===== src/design/rkst_pkg.sv =====
`timescale 1ns / 1ps
package rkst_pkg;

  // port widths
  localparam int IN_KEY_W     = 52;
  localparam int IN_SLOT_W    = 5;
  localparam int OUT_STATUS_W = 3;
  localparam int OUT_SLOT_W   = 5;
  localparam int OUT_COUNT_W  = 16;

  // widest values the chain carries, over the whole parameter range
  localparam int MAX_KEY_W = 64;
  localparam int MAX_CNT_W = 32;
  localparam int MAX_IDX_W = 8;

  localparam int SLOT_COUNT_DEF = 32;
  localparam int KEY_BITS_DEF   = 52;
  localparam int COUNT_BITS_DEF = 16;

  typedef enum logic [OUT_STATUS_W-1:0] {
    ST_FOUND    = 3'd0,
    ST_ALLOC    = 3'd1,
    ST_FULL     = 3'd2,
    ST_HELD     = 3'd3,
    ST_FREED    = 3'd4,
    ST_BADPUT   = 3'd5,
    ST_OVERFLOW = 3'd6
  } status_t;

  typedef enum logic [1:0] {
    S_IDLE,
    S_LAUNCH,
    S_SEARCH
  } state_t;

  // request held steady for the whole search
  typedef struct packed {
    logic                 put;
    logic [MAX_KEY_W-1:0] key;
    logic [IN_SLOT_W-1:0] sel;
    logic                 noncoh;
  } req_t;

  // search token walking down the cell chain
  typedef struct packed {
    logic                 valid;
    logic                 match;
    logic [MAX_IDX_W-1:0] match_idx;
    logic [MAX_CNT_W-1:0] match_users;
    logic [MAX_CNT_W-1:0] match_nc;
    logic                 free;
    logic [MAX_IDX_W-1:0] free_idx;
  } token_t;

  // update broadcast to every cell, taken by the addressed one
  typedef struct packed {
    logic                 valid;
    logic [MAX_IDX_W-1:0] idx;
    logic                 in_use;
    logic                 write_key;
    logic [MAX_CNT_W-1:0] users;
    logic [MAX_CNT_W-1:0] nc;
  } commit_t;

endpackage


===== src/design/rkst_cell.sv =====
`timescale 1ns / 1ps
module rkst_cell #(
  parameter int KEY_BITS   = rkst_pkg::KEY_BITS_DEF,
  parameter int COUNT_BITS = rkst_pkg::COUNT_BITS_DEF,
  parameter int CELL_IDX   = 0
) (
  input  logic             clk,
  input  logic             rst_n,
  input  rkst_pkg::req_t    req,
  input  rkst_pkg::commit_t commit,
  input  rkst_pkg::token_t  tok_in,
  output rkst_pkg::token_t  tok_out
);

  localparam logic [rkst_pkg::MAX_IDX_W-1:0] MY_IDX = rkst_pkg::MAX_IDX_W'(CELL_IDX);

  logic                  in_use_r, in_use_nxt;
  logic [KEY_BITS-1:0]   key_r;
  logic [COUNT_BITS-1:0] users_r, users_nxt;
  logic [COUNT_BITS-1:0] nc_r, nc_nxt;
  rkst_pkg::token_t      tok_r, tok_nxt;

  logic held;
  logic hit;
  logic sel_me;

  assign held   = in_use_r && (users_r != '0);
  assign hit    = tok_in.valid && held &&
                  (req.put ? (rkst_pkg::MAX_IDX_W'(req.sel) == MY_IDX)
                           : (key_r == KEY_BITS'(req.key)));
  assign sel_me = commit.valid && (commit.idx == MY_IDX);

  always_comb begin
    tok_nxt = tok_in;
    if (!tok_in.match && hit) begin
      tok_nxt.match       = 1'b1;
      tok_nxt.match_idx   = MY_IDX;
      tok_nxt.match_users = rkst_pkg::MAX_CNT_W'(users_r);
      tok_nxt.match_nc    = rkst_pkg::MAX_CNT_W'(nc_r);
    end
    // lowest free slot wins: earlier cells claim it first
    if (tok_in.valid && !tok_in.free && !in_use_r) begin
      tok_nxt.free     = 1'b1;
      tok_nxt.free_idx = MY_IDX;
    end
  end

  always_comb begin
    in_use_nxt = in_use_r;
    users_nxt  = users_r;
    nc_nxt     = nc_r;
    if (sel_me) begin
      in_use_nxt = commit.in_use;
      users_nxt  = COUNT_BITS'(commit.users);
      nc_nxt     = COUNT_BITS'(commit.nc);
    end
  end

  always_ff @(posedge clk) begin
    if (!rst_n) begin
      in_use_r <= 1'b0;
      users_r  <= '0;
      nc_r     <= '0;
      tok_r    <= '0;
    end else begin
      in_use_r <= in_use_nxt;
      users_r  <= users_nxt;
      nc_r     <= nc_nxt;
      tok_r    <= tok_nxt;
    end
  end

  always_ff @(posedge clk) begin
    if (sel_me && commit.write_key) begin
      key_r <= KEY_BITS'(req.key);
    end
  end

  assign tok_out = tok_r;

endmodule


===== config.mk =====
export PLATFORM = sky130hd
export DESIGN_NAME = rkst_cell
export DESIGN_NICKNAME = d
export VERILOG_FILES = /design/src/design/rkst_pkg.sv /design/src/design/rkst_cell.sv
export SDC_FILE = /design/constraint.sdc
export NUM_CORES = 1
export LEC_CHECK = 0
export ABC_AREA = 1
export BUFFER_PORTS_ARGS = -buffer_cell sky130_fd_sc_hd__buf_2
export CORE_ASPECT_RATIO = 1.25
export CORE_MARGIN = 2
export CORE_UTILIZATION = 40
export CTS_CLUSTER_DIAMETER = 40
export DETAILED_ROUTE_END_ITERATION = 10
export PLACE_DENSITY = 0.7
export REMOVE_ABC_BUFFERS = 1
export SLEW_MARGIN = 20
export SYNTH_ARGS = -nofsm -noshare
export SYNTH_HDL_FRONTEND = slang
export SYNTH_SLANG_ARGS = --single-unit

===== constraint.sdc =====
create_clock -name clk -period 10.4 [get_ports clk]
set_input_delay 0.52 -clock clk [delete_from_list [all_inputs] [get_ports clk]]
set_output_delay 0.52 -clock clk [all_outputs]
set_load 0.05 [all_outputs]

# [After elaboration in Yosys (flattened, before gate mapping)]
# Cells that the tools add are included.
[totals] ff_bits=168 in_bits=231 output_inout_bits=83 wordCells=34
[op_classes] eq_ne=1 n_mux=3 n_bitwise=1 n_reduce_logical=16
[ops] cell="two-way mux 73 bit" count=1
[ops] cell="equality test 52 bit" count=1
[ops] cell="nonzero test 16 bit" count=1
[ops] cell="two-way mux 9 bit" count=1
[ops] cell="logical AND 1 bit" count=8
[ops] cell="logical NOT 8 bit" count=1
[ops] cell="logical NOT 5 bit" count=1
[ops] cell="OR reduction 2 bit" count=2
[ops] cell="logical NOT 1 bit" count=3
[ops] cell="two-way mux 1 bit" count=1
[ops] cell="NOT 1 bit" count=1

# [Longest topological paths before layout]
[depth] depth_word=6 mapped_depth=15 depth_no_buf=14

# [Worst setup path after synthesis]
# No wires, ideal clock.
[synth_path] kind="input to register" start="input commit[69] in the netlist's numbering" end="register key_r[0] (enable)" t_arrival_ns=6.802 required_ns=9.791 slack_ns=2.989 cell_stages=4 cell_sequence="or4_1 -> clkbuf_1 -> clkbuf_1 -> nor4b_1"
[synth_between] elab_chain_cells=3
[synth_lines] item="start, declared" line="rkst_cell.sv:10" text="input rkst_pkg::commit_t commit,"
[synth_lines] item="logical NOT 8 bit" line="rkst_cell.sv:31" text="assign sel_me = commit.valid && (commit.idx == MY_IDX);"
[synth_lines] item="logical AND 1 bit" line="rkst_cell.sv:31"
[synth_lines] item="logical AND 1 bit" line="rkst_cell.sv:74" text="if (sel_me && commit.write_key) begin"
[synth_lines] item="end signal, assigned" line="rkst_cell.sv:75" text="key_r <= KEY_BITS'(req.key);"
[synth_lines] item="end, declared" line="rkst_cell.sv:18" text="logic [KEY_BITS-1:0] key_r;"
# Every way passes these cells.
# A chain may end at the register's enable or synchronous reset.

# [Worst setup path after layout]
[layout_path] start="register key_r[47]" end="register tok_r, in the netlist tok_out[76]"
[layout_between] elab_chain_cells=5
[layout_lines] item="equality test 52 bit" line="rkst_cell.sv:30" text=": (key_r == KEY_BITS'(req.key)));"
[layout_lines] item="two-way mux 1 bit" line="rkst_cell.sv:29" text="(req.put ? (rkst_pkg::MAX_IDX_W'(req.sel) == MY_IDX)"
[layout_lines] item="logical AND 1 bit" line="rkst_cell.sv:28" text="assign hit = tok_in.valid && held &&"
[layout_lines] item="logical AND 1 bit" line="rkst_cell.sv:35" text="if (!tok_in.match && hit) begin"
[layout_lines] item="OR reduction 2 bit (no line)"
[layout_lines] item="end signal, assigned" line="rkst_cell.sv:69" text="tok_r <= tok_nxt;"
[layout_lines] item="end, declared" line="rkst_cell.sv:21" text="rkst_pkg::token_t tok_r, tok_nxt;"
# Every way passes these cells.

==> out/qor.yml <==
outcome:
  status: "finished clean"
timing:
  fmax_ghz: 0.288
  rsz0062_at_grt: "false"
  period_minus_slack_ns: 3.47
  drv_slew: 0
  tns_ns: 0
  holdWs_ns: 0.308
  skew_ns: 0.0155
  worst_pin_slew_ns: 0.965
  setup_viol: 0
  slew_headroom: 0.357
  post-route-period-util: 0.334
  hold_viol: 0
clock_tree:
  cts_hold_buf: 0
  cts.clk_slew.worst_paths_ns: 0.06
  cts_setup_buffers: 0
  cts.repair.resized: 0
  clk_latency_ns: 0.42
  ctsLongestPathBuffers: 2
  htreeDepth: 4
  cts_root_buf: "clkbuf_16"
  cts_buffers: 17
  cts_tree: "yes"
  cts.sinks: 168
setup_path:
  slowest_delay_ns: 0.84
  critPathKind: "register to register"
  arrival_ns: 3.75
  r2r_slack_ns: 6.93
  start_kind: "register"
  cp_cell_sequence: "xnor2_1 -> nand2_1 -> nor2_1 -> nand3_1 -> nor2_1 -> nand2_1 -> nand2_2 -> nand3_2 -> nand2_1 -> buf_4 -> nor2_1"
  cp.required_ns: 10.68
  end_kind: "register"
  worst-path-max-fanout: 38
  slowest_stage: "nand3_2"
cells_and_area:
  drive_gt1_frac: 0.267
  area_delta_synth_final_pct: 30.6
  postLayoutCellArea_sq_mm: 0.00912
  diodes: 0
  final_net_count: 1381
worst_hold_path:
  hold_class: "primary input to register"
drt:
  ant_nets: 0
  avgViaCountPerCell: 4.45
  wl_um: 18300
  drcViolationCount: 0
  avgRoutedWirePerCell_um: 13.2
  drt_pass1_iterations: 4
  num_vias: 6167
  drt_iter0_drc: 226
global_route:
  gr-total-overflow: 0
  grt_pass1_vias: 5839
  track_usage: 0.194
  antenna_found_initial: 0
  grt_max_degree: 70
  grt_pass1_wl_um: 27700
power_and_ir_drop:
  finalPower_mw: 1.51
  leakagePower_nw: 4.90
  pwr_density_cell_mw_per_mm2: 166
  peakVddDrop_v: 0.000105
logic_synthesis:
  synth_xor_area_frac: 0.0213
  syn_inst: 892
  syn_area_sq_mm: 0.00698
  yosys_warnings: 0
  seq_area_frac_synth: 0.556
  yosys.area_share.simple: 0.258
  synthMuxAreaShare: 0
  synth_top_family_by_area: "simple AND/OR/NAND/NOR gates"
  synth_largest_area_cell: "dfxtp_1"
  avgSynthCellArea_sq_um: 7.83
  synth_compound_area_frac: 0.0276
  synth.ff_latch_count: 168
  synth.top_cell.area_share: 0.333
  synth_fa_ha_area_frac: 0
  synthDistinctLibCells: 27
  netlist_top_cells_area: "dfxtp_1 33%, edfxtp_1 22%, inv_1 11%"
floorplan:
  top_level_ports: 314
  fp-row-count: 54
  die_x_um: 122
  die_h_um: 152
  core_sq_mm: 0.0173
  start_util: 0.404
  die_area_sq_mm: 0.0185
placed_design:
  place_congestion: 0.785
  placed_area_sq_mm: 0.00852
  io_buffers: 268
  dp_hpwl_um: 12900
flow_run:
  timing.max_cap.violations: 0
metal layers:
metal | GRT usage | share of wire | routed length, um
met1 | 0.226 | 0.42 | 7780
met2 | 0.342 | 0.49 | 8900
met3 | 0.0569 | 0.083 | 1530
met4 | 0.0621 | 0.0073 | 133
met5 | 0 | 0 | 0
through the flow:
step	std cells	worst slack [ns]	util
6_report	1387	6.93	0.527
5_1_grt	1387	6.49	0.527
4_1_cts	1387	6.80	0.527
3_5_place_dp	1355	6.52	0.493
3_3_place_gp	1355	6.55	0.493
2_1_floorplan	855	2.88	-
critical path, delay by kind of cell, from the launching register on:
kind / cells / cell delay, ns
XOR/XNOR: 1 / 0.17
buffers and inverters: 1 / 0.40
flip-flops: 1 / 0.40
AND/OR/NAND/NOR: 9 / 2.36
state kept, by name, summed over array words and instances (netlist names):
signal and cells:
nc_r 16, tok_out 83, in_use_r 1, key_r 52, users_r 16
worst paths after layout:
kind,startpoint,endpoint,depth (start not counted)
max,key_r[47],tok_out[76],11
min reg2reg,users_r[11],users_r[11],2
max reg2reg,key_r[47],tok_out[76],11
min,tok_in[30],tok_out[30],3
layout make-up:
class / instances / area [sq um]
fillers: 1741 / 8170
clock buffers: 22 / 485
well taps: 224 / 280
multi-input cells: 474 / 2160
flip-flops and latches: 168 / 3880
clock inverters: 10 / 116
inverters: 213 / 800
repair buffers: 276 / 1400
where the power goes:
| group | internal, mW | leakage [nW] | switching, mW | total, mW |
|---|---|---|---|---|
| sequential | 0.692 | 1.42 | 0.00394 | 0.696 |
| combinational | 0.0550 | 3.18 | 0.122 | 0.177 |
| clock | 0.382 | 0.297 | 0.258 | 0.640 |
| total | 1.13 | 4.90 | 0.384 | 1.51 |
cell usage after synthesis:
cell and instances:
nor4b_1 1, buf_2 16, nand3b_1 1, edfxtp_1 52, clkbuf_1 19, nand2_1 185, or4_1 1, nand3_2 1
or2_1 1, nor3_1 2, nor2_1 155, xnor2_1 16, dfxtp_1 116, o21ai_0 10, xor2_1 1, a31oi_2 1
buf_1 2, nand4_1 34, nand2_2 1, inv_1 212, nor4_2 1, a21oi_1 2, nand3_1 2, nor3b_4 1
clkinv_1 1, nor4_1 34, o21ai_1 24
logic make-up (layout without fill, tap and decap cells):
logic type / count (synthesis) / in the layout
AND/OR/NAND/NOR: 420 / 420
XOR/XNOR: 17 / 17
AO/OA/AOI/OAI: 37 / 37
buffers and inverters: 250 / 521
flip-flops: 168 / 168
cell usage in the layout (no fill, tap or decap), types with 2 or more instances in the layout:
cell type	instances
a21oi_1	2
nor4_1	34
bufinv_16	2
nand3_1	2
nand2_1	185
xnor2_1	16
buf_2	268
clkinv_4	2
o21ai_0	10
inv_6	2
clkbuf_16	18
nor2_1	155
clkbuf_1	2
inv_1	213
dfxtp_1	116
buf_4	8
clkbuf_8	2
o21ai_1	24
nand4_1	34
clkinv_2	2
edfxtp_1	52
nor3_1	2
Power figures use the tool's default switching activity.
