[config.mk]
export PLATFORM = sky130hd
export DESIGN_NAME = rkst_ctrl
export DESIGN_NICKNAME = d
export VERILOG_FILES = /design/src/design/rkst_pkg.sv /design/src/design/rkst_ctrl.sv
export SDC_FILE = /design/constraint.sdc
export NUM_CORES = 1
export LEC_CHECK = 0
export BUFFER_PORTS_ARGS = -buffer_cell sky130_fd_sc_hd__buf_2
export CAP_MARGIN = 20
export CORE_AREA = 2 2 154 156
export DETAILED_ROUTE_END_ITERATION = 6
export DIE_AREA = 0 0 156 158
export MAX_ROUTING_LAYER = met4
export SLEW_MARGIN = 5
export SYNTH_ARGS = -nofsm -noshare
export SYNTH_HDL_FRONTEND = slang
export SYNTH_SLANG_ARGS = --single-unit
[constraint.sdc]
create_clock -name clk -period 7.95 [get_ports clk]
set_input_delay 1.59 -clock clk [delete_from_list [all_inputs] [get_ports clk]]
set_output_delay 1.59 -clock clk [all_outputs]
set_load 0.005 [all_outputs]
[src/design/rkst_pkg.sv]
`timescale 1ns / 1ps
package rkst_pkg;

  // port widths
  localparam int IN_KEY_W     = 52;
  localparam int IN_SLOT_W    = 5;
  localparam int OUT_STATUS_W = 3;
  localparam int OUT_SLOT_W   = 5;
  localparam int OUT_COUNT_W  = 16;

  // widest values the chain carries, over the whole parameter range
  localparam int MAX_KEY_W = 64;
  localparam int MAX_CNT_W = 32;
  localparam int MAX_IDX_W = 8;

  localparam int SLOT_COUNT_DEF = 32;
  localparam int KEY_BITS_DEF   = 52;
  localparam int COUNT_BITS_DEF = 16;

  typedef enum logic [OUT_STATUS_W-1:0] {
    ST_FOUND    = 3'd0,
    ST_ALLOC    = 3'd1,
    ST_FULL     = 3'd2,
    ST_HELD     = 3'd3,
    ST_FREED    = 3'd4,
    ST_BADPUT   = 3'd5,
    ST_OVERFLOW = 3'd6
  } status_t;

  typedef enum logic [1:0] {
    S_IDLE,
    S_LAUNCH,
    S_SEARCH
  } state_t;

  // request held steady for the whole search
  typedef struct packed {
    logic                 put;
    logic [MAX_KEY_W-1:0] key;
    logic [IN_SLOT_W-1:0] sel;
    logic                 noncoh;
  } req_t;

  // search token walking down the cell chain
  typedef struct packed {
    logic                 valid;
    logic                 match;
    logic [MAX_IDX_W-1:0] match_idx;
    logic [MAX_CNT_W-1:0] match_users;
    logic [MAX_CNT_W-1:0] match_nc;
    logic                 free;
    logic [MAX_IDX_W-1:0] free_idx;
  } token_t;

  // update broadcast to every cell, taken by the addressed one
  typedef struct packed {
    logic                 valid;
    logic [MAX_IDX_W-1:0] idx;
    logic                 in_use;
    logic                 write_key;
    logic [MAX_CNT_W-1:0] users;
    logic [MAX_CNT_W-1:0] nc;
  } commit_t;

endpackage

[src/design/rkst_ctrl.sv]
`timescale 1ns / 1ps
module rkst_ctrl #(
  parameter int KEY_BITS   = rkst_pkg::KEY_BITS_DEF,
  parameter int COUNT_BITS = rkst_pkg::COUNT_BITS_DEF
) (
  input  logic                               clk,
  input  logic                               rst_n,
  input  logic                               start,
  output logic                               busy,
  input  logic                               in_req_type,
  input  logic [rkst_pkg::IN_KEY_W-1:0]      in_root_addr,
  input  logic [rkst_pkg::IN_SLOT_W-1:0]     in_slot,
  input  logic                               in_coherent,
  output logic                               out_valid,
  output logic [rkst_pkg::OUT_STATUS_W-1:0]  out_status,
  output logic [rkst_pkg::OUT_SLOT_W-1:0]    out_slot_index,
  output logic [rkst_pkg::OUT_COUNT_W-1:0]   out_user_count,
  output logic                               out_all_coherent,
  output rkst_pkg::req_t                     req,
  output rkst_pkg::commit_t                  commit,
  output rkst_pkg::token_t                   tok_launch,
  input  rkst_pkg::token_t                   tok_last
);

  localparam logic [rkst_pkg::MAX_CNT_W-1:0] CNT_MAX =
    rkst_pkg::MAX_CNT_W'((64'd1 << COUNT_BITS) - 64'd1);

  rkst_pkg::state_t state_r, state_nxt;
  rkst_pkg::req_t   req_r;

  logic                               out_valid_r;
  rkst_pkg::status_t                  out_status_r;
  logic [rkst_pkg::OUT_SLOT_W-1:0]    out_slot_index_r;
  logic [rkst_pkg::OUT_COUNT_W-1:0]   out_user_count_r;
  logic                               out_all_coherent_r;

  logic accept;
  logic finish;

  rkst_pkg::status_t                 dec_status;
  logic [rkst_pkg::MAX_IDX_W-1:0]    dec_idx;
  logic [rkst_pkg::MAX_CNT_W-1:0]    dec_users;
  logic [rkst_pkg::MAX_CNT_W-1:0]    dec_nc;
  logic                              dec_allc;
  logic                              dec_write;
  logic                              dec_in_use;
  logic                              dec_key;
  logic [rkst_pkg::MAX_CNT_W-1:0]    noncoh_ext;

  assign accept = start && !busy;
  assign finish = (state_r == rkst_pkg::S_SEARCH) && tok_last.valid;

  // next state
  always_comb begin
    state_nxt = state_r;
    unique case (state_r)
      rkst_pkg::S_IDLE:   if (start) state_nxt = rkst_pkg::S_LAUNCH;
      rkst_pkg::S_LAUNCH: state_nxt = rkst_pkg::S_SEARCH;
      rkst_pkg::S_SEARCH: if (tok_last.valid) state_nxt = rkst_pkg::S_IDLE;
      default:            state_nxt = rkst_pkg::S_IDLE;
    endcase
  end

  // state outputs
  always_comb begin
    busy       = 1'b1;
    tok_launch = '0;
    unique case (state_r)
      rkst_pkg::S_IDLE:   busy = 1'b0;
      rkst_pkg::S_LAUNCH: tok_launch.valid = 1'b1;
      rkst_pkg::S_SEARCH: busy = 1'b1;
      default:            busy = 1'b1;
    endcase
  end

  assign noncoh_ext = rkst_pkg::MAX_CNT_W'(req_r.noncoh);

  // decision once the token has seen every slot
  always_comb begin
    dec_status = rkst_pkg::ST_FULL;
    dec_idx    = tok_last.match_idx;
    dec_users  = tok_last.match_users;
    dec_nc     = tok_last.match_nc;
    dec_allc   = (tok_last.match_nc == '0);
    dec_write  = 1'b0;
    dec_in_use = 1'b1;
    dec_key    = 1'b0;
    if (!req_r.put) begin
      if (tok_last.match) begin
        if (tok_last.match_users >= CNT_MAX ||
            (req_r.noncoh && tok_last.match_nc >= CNT_MAX)) begin
          dec_status = rkst_pkg::ST_OVERFLOW;
        end else begin
          dec_status = rkst_pkg::ST_FOUND;
          dec_users  = tok_last.match_users + 1'b1;
          dec_nc     = tok_last.match_nc + noncoh_ext;
          dec_allc   = (dec_nc == '0);
          dec_write  = 1'b1;
        end
      end else if (tok_last.free) begin
        dec_status = rkst_pkg::ST_ALLOC;
        dec_idx    = tok_last.free_idx;
        dec_users  = rkst_pkg::MAX_CNT_W'(1);
        dec_nc     = noncoh_ext;
        dec_allc   = !req_r.noncoh;
        dec_write  = 1'b1;
        dec_key    = 1'b1;
      end else begin
        dec_idx   = '0;
        dec_users = '0;
        dec_nc    = '0;
        dec_allc  = 1'b0;
      end
    end else begin
      if (!tok_last.match) begin
        // slot out of range or not held: echo the requested slot
        dec_status = rkst_pkg::ST_BADPUT;
        dec_idx    = rkst_pkg::MAX_IDX_W'(req_r.sel);
        dec_users  = '0;
        dec_nc     = '0;
        dec_allc   = 1'b0;
      end else if (tok_last.match_users > rkst_pkg::MAX_CNT_W'(1)) begin
        if (req_r.noncoh && tok_last.match_nc == '0) begin
          dec_status = rkst_pkg::ST_BADPUT;
        end else begin
          dec_status = rkst_pkg::ST_HELD;
          dec_users  = tok_last.match_users - 1'b1;
          dec_nc     = tok_last.match_nc - noncoh_ext;
          dec_allc   = (dec_nc == '0);
          dec_write  = 1'b1;
        end
      end else begin
        dec_status = rkst_pkg::ST_FREED;
        dec_users  = '0;
        dec_nc     = '0;
        dec_allc   = 1'b1;
        dec_write  = 1'b1;
        dec_in_use = 1'b0;
      end
    end
  end

  always_comb begin
    commit.valid     = finish && dec_write;
    commit.idx       = dec_idx;
    commit.in_use    = dec_in_use;
    commit.write_key = dec_key;
    commit.users     = dec_users;
    commit.nc        = dec_nc;
  end

  always_ff @(posedge clk) begin
    if (!rst_n) begin
      state_r     <= rkst_pkg::S_IDLE;
      out_valid_r <= 1'b0;
    end else begin
      state_r     <= state_nxt;
      out_valid_r <= finish;
    end
  end

  always_ff @(posedge clk) begin
    if (accept) begin
      req_r.put    <= in_req_type;
      req_r.key    <= rkst_pkg::MAX_KEY_W'(KEY_BITS'(in_root_addr));
      req_r.sel    <= in_slot;
      req_r.noncoh <= !in_coherent;
    end
    if (finish) begin
      out_status_r       <= dec_status;
      out_slot_index_r   <= dec_idx[rkst_pkg::OUT_SLOT_W-1:0];
      out_user_count_r   <= dec_users[rkst_pkg::OUT_COUNT_W-1:0];
      out_all_coherent_r <= dec_allc;
    end
  end

  assign req              = req_r;
  assign out_valid        = out_valid_r;
  assign out_status       = out_status_r;
  assign out_slot_index   = out_slot_index_r;
  assign out_user_count   = out_user_count_r;
  assign out_all_coherent = out_all_coherent_r;

  a_accept_busy: assert property (@(posedge clk) disable iff (!rst_n)
    accept |=> busy)
    else $error("accepted transaction did not raise busy");

  a_strobe_single: assert property (@(posedge clk) disable iff (!rst_n)
    out_valid_r |=> !out_valid_r)
    else $error("result strobe longer than one cycle");

  a_token_in_search: assert property (@(posedge clk) disable iff (!rst_n)
    tok_last.valid |-> state_r == rkst_pkg::S_SEARCH)
    else $error("search token arrived outside search");

  a_full_zero: assert property (@(posedge clk) disable iff (!rst_n)
    (out_valid_r && out_status_r == rkst_pkg::ST_FULL) |->
      (out_slot_index_r == '0 && out_user_count_r == '0 && !out_all_coherent_r))
    else $error("table full result carries slot data");

  a_freed_clear: assert property (@(posedge clk) disable iff (!rst_n)
    (out_valid_r && out_status_r == rkst_pkg::ST_FREED) |->
      (out_user_count_r == '0 && out_all_coherent_r))
    else $error("freed slot reports users");

endmodule
# [Word level (Yosys, flattened, before mapping)]
# Cells that the tools add are included.
[op_classes] addsub=4 magnitude_cmp=3 n_eq_ne=4 mux=49 reduce_logical=13
[ops] cell="$mux W32" n=12
[ops] cell="$logic_not A32 Y1" n=3
[ops] cell="$ge A32 B16 Y1 const B" n=2
[ops] cell="$add A32 B1 Y32" n=1
[ops] cell="$add A32 B1 Y32 const B" n=1
[ops] cell="$gt A32 B1 Y1 const B" n=1
[ops] cell="$mux W8" n=4
[ops] cell="$sub A32 B1 Y32" n=1
[ops] cell="$sub A32 B1 Y32 const B" n=1
[ops] cell="$mux W1" n=23
[ops] cell="$mux W3" n=6
[ops] cell="$mux W2" n=3
[ops] cell="$pmux W2 S3" n=1
[ops] cell="$logic_and A1 B1 Y1" n=5
[ops] cell="$ne A2 B2 Y1 const B" n=2
[ops] cell="$eq A2 B1 Y1 const B" n=1
[ops] cell="$eq A2 B2 Y1 const B" n=1
[ops] cell="$logic_not A1 Y1" n=2
[ops] cell="$logic_not A2 Y1" n=1
[ops] cell="$reduce_and A2 Y1" n=1
[ops] cell="$logic_or A1 B1 Y1" n=1
[word_totals] ff_bits=87 inputBits=145 wordCells=83

# [Longest topological paths before layout]
# Gate-level depths: netlist of run 1.
[depth] word_depth=7 ltp_mapped=11 ltp_nobuf=10

# [Worst setup path before layout of run 1]
# No wires, ideal clock.
[synth_timing] path_kind="in2out" start="in tok_last[29] (netlist name)" end="out commit[35] (netlist name)" arrival_time_ps=4220 path_slack_ps=2140 stages=10 path_buffers=3 cell_sequence="buf_2 -> or4_1 -> or4_4 -> o21a_1 -> or3_1 -> buf_2 -> buf_6 -> o32ai_1 -> nor2_1 -> a211oi_1"
[synth_lines] element="start: declaration" line="rkst_ctrl.sv:22" text="input rkst_pkg::token_t tok_last"
[synth_lines] element="end: declaration" line="rkst_ctrl.sv:20" text="output rkst_pkg::commit_t commit,"

==> results of run 1 <==
-- synthesized netlist by cell type (all sizes together) (9+ instances only) --
library cell | instances | area (sq um)
edfxtp | 84 | 2520
nor4 | 26 | 175
and3 | 12 | 75.1
a31oi | 26 | 163
a211oi | 9 | 67.6
o31ai | 9 | 67.6
a21oi | 54 | 270
nand3 | 34 | 170
xor2 | 12 | 105
nor2 | 60 | 225
nand2 | 58 | 218
xnor2 | 12 | 105
a221oi | 10 | 87.6
or4 | 10 | 82.6
or3 | 18 | 113
and2 | 15 | 93.8
clkbuf | 55 | 206
nand2b | 9 | 56.3
and4 | 10 | 87.6
inv | 17 | 63.8
nand4 | 25 | 156
o22ai | 13 | 81.3
nor3 | 46 | 240
o21ai | 39 | 195
buf | 113 | 815
-- metrics by stage --
step           setup WS (ns)  hold WS [ns]  total power, mW  instance area [sq um]  instances
2_1_floorplan           2.14         0.567            0.732                   7920        998
6_report                1.36         0.611             1.25                   9260       1463
3_5_place_dp            1.37         0.608            0.836                   8960       1446
5_1_grt                 1.19         0.657             1.30                   9260       1462
3_3_place_gp            1.37         0.599            0.834                   8960       1446
4_1_cts                 1.37         0.626             1.26                   9260       1462
-- critical path, delay by kind of cell --
kind	cells	cell delay, ns
compound gates	2	0.44
buf+inv	4	0.82
mux	1	0.25
simple gates	4	1.85
-- state kept, by name (all words and copies together) (netlist names) --
name and flops:
out_user_count 16, state_r 2, out_slot_index 5, out_status 3
req 59, out_valid 1, out_all_coherent 1
-- worst max path at each step --
stage,from,to,slack (ns),cells after the start
after global routing,tok_last[33],commit[33],1.19,9
after floorplan,tok_last[29],commit[35],2.14,10
after global placement,tok_last[33],commit[29],1.37,10
final,tok_last[47],commit[21],1.36,11
after detailed placement,tok_last[33],commit[29],1.37,10
after CTS,tok_last[33],commit[29],1.37,10
-- area by class of cell --
type                       count  area share (%)
inverter                      18           0.730
clock inverter                 7           0.811
multi-input combinational    725            46.0
sequential                    87            27.9
clock buffer                   9            2.43
tap                          290            3.92
antenna                        1          0.0270
timing repair buffer         326            18.2
-- cells in the final DEF (no fill, tap or decap), drive strengths merged, types with 13 or more instances in the layout --
cell / count
nor4: 26
nor3: 46
or3: 18
nor2: 60
edfxtp: 84
a21oi: 54
nand4: 25
conb: 94
a31oi: 26
and2: 15
inv: 20
nand3: 34
o22ai: 13
buf: 326
o21ai: 39
nand2: 58
-- power breakdown --
part	switching, mW	internal [mW]
Clock	0.196	0.222
Sequential	0.00709	0.533
Combinational	0.178	0.109
Total	0.381	0.864
-- cell families after synthesis --
| family | synth area share (%) |
|---|---|
| AOI/OAI and AO/OA | 21.0 |
| other | 0.0496 |
| and+or+nand+nor | 25.4 |
| buffers and inverters | 14.4 |
| DFF | 34.1 |
| adders and majority gates | 1.16 |
| xor gates and xnor gates | 2.78 |
| muxes | 1.09 |
-- per-layer routing --
metal  track usage, %  share of wire, %  vias to the layer above
met5                -                 0                        -
met4             4.81               1.9                        0
met3             3.78               7.6                       33
met2             35.9                48                      400
met1             28.5                42                     3785
li1                 -                 -                     3780
==> results by group, run 1 <==
Cells and area
  – Final Net Count: 1,319
  – P&R area growth vs syn: 22.4%
  – Layout cells sized above 1: 31.0%
  – Multi-input gate area: 4260 sq um
  – Final Core Density: 40.2%
  – Seq. cell area: 2580 sq um
  – Fillers: 2,396

Synth
  – Mapped cell area: 7570 sq um
  – Post-synth cell types: 71
  – Syn Area/Cell: 8.36 sq um
  – Seq/Total Area, Yosys: 34.1%
  – Mapped Cells: 905
  – Most used DFF post-synth: edfxtp_1
  – Number of synthesized flops with an enable pin: 84
  – Flops & latches, synth: 87
  – Syn. warnings: 0
  – Asr flop ratio synth: 0%

Routing
  – DR WL/cell: 19.4 microns
  – Initial DRC Count: 613
  – Vias: 7,998
  – DR DRC count: 0
  – Routed Antenna Nets: 0
  – First-pass DRT Iterations: 5
  – Final wirelength: 28,400 microns
  – Via-to-Cell Ratio: 5.47

Global routing
  – Gr ovfl total: 0
  – Initial antenna violation count: 0
  – Vias in the first global route: 6,950
  – Total global-route track usage: 21.9%
  – First-pass GRT wire length: 40,600 microns
  – Largest net degree at the start of global routing: 61

Run
  – Max cap viols: 0

Timing
  – Endpoints failing setup: 0
  – Final period utilization: 82.8%
  – Slew Viols, Final: 0
  – Setup tns final: 0 ns
  – FMAX: 152 MHz
  – RSZ-0062 raised after global routing: no
  – Final Hold Fails: 0
  – Worst Skew: 0.0123 ns
  – Worst-Margin Slew: 0.931 ns
  – Final min period: 6.59 ns
  – Relative slew slack: 37.8%

Power
  – Leakage power: 3.76 nW
  – PD cells: 135 nW/um^2
  – Worst VDD drop: 89.9 uV

Placed design
  – Port Buf Inserts: 306
  – Routability cong.: 0.932
  – Dpl hpwl: 22,100 microns

Critical path
  – CP cell instances: buf_2 -> or3_1 -> or4_1 -> nor4_1 -> a21o_1 -> buf_4 -> nor2_1 -> buf_4 -> a22o_1 -> mux2_2 -> buf_2
  – CP max stage cell: nor4_1
  – Reg2reg setup slack: 4.40 ns
  – Crit path arrival time: 5.00 ns
  – FF-to-FF Start: req[0]
  – Crit end category: primary output
  – CP required: 6.36 ns
  – Max incr delay on CP: 0.74 ns
  – CP max FO: 27
  – Crit path launch type: input port
  – CP Class: in2out
  – Reg2reg path depth: 9
  – R2r endpoint: out_all_coherent

Floorplanning
  – Row Count: 56
  – Die height: 158 microns
  – IO Pins: 401
  – Die X: 156 microns
  – Core area: 23,100 sq um
  – Die area: 24,600 sq um
  – Initial Util: 32.8%

Clock network
  – CTS max path bufs: 2
  – TritonCTS clock tree: yes
  – Clk sink count: 87
  – Post-CTS Hold Buffers: 0
  – CTS Buf Count: 9
  – Post-CTS Setup Inserts: 0
  – Clk root buf: clkbuf_16
  – Clk_lat worst skew: 0.35 ns
  – # resized after CTS: 0
  – Clock transition at path regs: 0.07 ns
  – Htree depth: 3

Min path
  – Hold Path End: state_r[1]
  – Hold Crit Depth: 2
  – Min-delay src: state_r[0]
  – Hold Crit Class: reg2reg

Run status
  – Status: finished, final reports clean
No activity file was read; power rests on OpenSTA's default activity.
==> run 2, diff against run 1 <==
==> constraint.sdc (replaced) <==
create_clock -name clk -period 6.6 [get_ports clk]
set_input_delay 1.32 -clock clk [delete_from_list [all_inputs] [get_ports clk]]
set_output_delay 1.32 -clock clk [all_outputs]
set_load 0.005 [all_outputs]
==> results by group, run 2 (same netlist as run 1, synthesis figures left out) <==
Cells and area
  – Final Net Count: 1,325
  – Layout cells sized above 1: 31.3%
  – Most frequent cells in the layout: buf_2 (306), conb_1 (94), edfxtp_1 (84), nand2_1 (58), nor2_1 (58)
  – Final Cell Area: 9310 sq um
  – Most common cell after layout, fill and taps aside: buf_2
  – Number of flip-flops in the largest register: 59
  – P&R area growth vs syn: 23.1%
  – Final Core Density: 40.4%

Timing
  – Relative slew slack: 44.9%
  – Smallest hold slack: 0.624 ns
  – Worst setup margin: 0.751 ns
  – Slew Viols, Final: 0
  – Endpoints failing setup: 0
  – RSZ-0062 raised after global routing: no
  – Final Hold Fails: 0
  – Worst-Margin Slew: 0.819 ns
  – Final period utilization: 88.6%
  – Final min period: 5.85 ns
  – FMAX: 171 MHz
  – Worst Skew: 0.0108 ns
  – Setup tns final: 0 ns

Critical path
  – Crit end category: primary output
  – CP Class: in2out
  – Reg2reg setup slack: 3.07 ns
  – CP max FO: 15
  – Crit path launch type: input port
  – Reg2reg path depth: 9
  – CP required: 5.28 ns
  – Crit path arrival time: 4.53 ns
  – R2r endpoint: out_all_coherent
  – FF-to-FF Start: req[0]

Global routing
  – Largest net degree at the start of global routing: 61
  – First-pass GRT wire length: 40,700 microns
  – Vias in the first global route: 7,056
  – Initial antenna violation count: 0
  – Gr ovfl total: 0
  – Total global-route track usage: 22.0%

Clock network
  – Post-CTS Hold Buffers: 0
  – TritonCTS clock tree: yes
  – Post-CTS Setup Inserts: 0
  – Clock transition at path regs: 0.07 ns
  – Clk root buf: clkbuf_16
  – Clk sink count: 87
  – CTS Buf Count: 9
  – Htree depth: 3
  – Clk_lat worst skew: 0.34 ns
  – CTS max path bufs: 2
  – # resized after CTS: 0

Placed design
  – Port Buf Inserts: 306
  – Place WS: 0.732 ns
  – Routability cong.: 0.991
  – Dpl hpwl: 22,000 microns
  – Placed inst area: 9010 sq um

Routing
  – DR DRC count: 0
  – Via-to-Cell Ratio: 5.47
  – First-pass DRT Iterations: 5
  – Routed Antenna Nets: 0
  – DR WL/cell: 19.3 microns
  – Final wirelength: 28,400 microns
  – Vias: 8,033
  – Initial DRC Count: 685

Min path
  – Min-delay src: state_r[0]
  – Hold Crit Class: reg2reg
  – Hold Path End: state_r[1]
  – Hold Crit Depth: 2

Floorplanning
  – Core area: 23,100 sq um
  – IO Pins: 401
  – Die area: 24,600 sq um
  – Die X: 156 microns
  – Row Count: 56
  – Die height: 158 microns
  – Initial Util: 32.8%

Power
  – Leakage power: 3.80 nW
  – Worst VDD drop: 133 uV
  – PD cells: 161 nW/um^2

Run
  – Max cap viols: 0

Run status
  – Status: finished, final reports clean
[run 2: cell types whose count changed in the layout (fill, tap and decap cells not counted), sizes merged]
cell	previous run	this run
buf	326	332
[run 2: critical path: stages]
cell	delay [ns]
buf_2	0.18
or4_4	0.58
or4_4	0.58
o21a_1	0.25
or3_1	0.54
buf_4	0.28
or3_1	0.36
a21oi_1	0.14
o21a_1	0.15
buf_2	0.12
[run 2: worst max path at each step]
stage | cells after the start | start | end | slack [ns]
final | 10 | tok_last[33] | commit[29] | 0.75
after floorplan | 10 | tok_last[29] | commit[35] | 1.33
after global routing | 10 | tok_last[33] | commit[31] | 0.53
after CTS | 10 | tok_last[33] | commit[29] | 0.73
after global placement | 10 | tok_last[33] | commit[29] | 0.74
after detailed placement | 10 | tok_last[33] | commit[29] | 0.73
[run 2: area by class of cell]
cell class              count  area, sq um
fillers                  2396        13700
multi-input cells         725         4260
flip-flops and latches     87         2580
repair buffers            332         1730
well taps                 290          363
clock buffers               9          225
clock inverters             7         75.1
inverters                  18         67.6
diodes                      1         2.50
[run 2: metal layers]
metal,up-vias,part of all wire (%),global-route usage [%]
li1,3794,-,-
met1,3812,42,28.2
met2,390,49,35.7
met3,37,7.6,4.19
met4,0,2.2,6.16
met5,-,0,-
[run 2: report_power, final]
| part | leakage [nW] | switching [mW] | total (mW) | internal, mW |
|---|---|---|---|---|
| combinational | 2.83 | 0.213 | 0.346 | 0.133 |
| sequential | 0.817 | 0.00972 | 0.652 | 0.642 |
| clock | 0.144 | 0.237 | 0.505 | 0.268 |
| total | 3.80 | 0.460 | 1.50 | 1.04 |
[run 2: through the flow]
step | instances | total power, mW
finish | 1469 | 1.50
global route | 1468 | 1.58
CTS | 1468 | 1.52
detailed placement | 1452 | 1.01
global placement | 1451 | 1.00
floorplan | 998 | 0.881
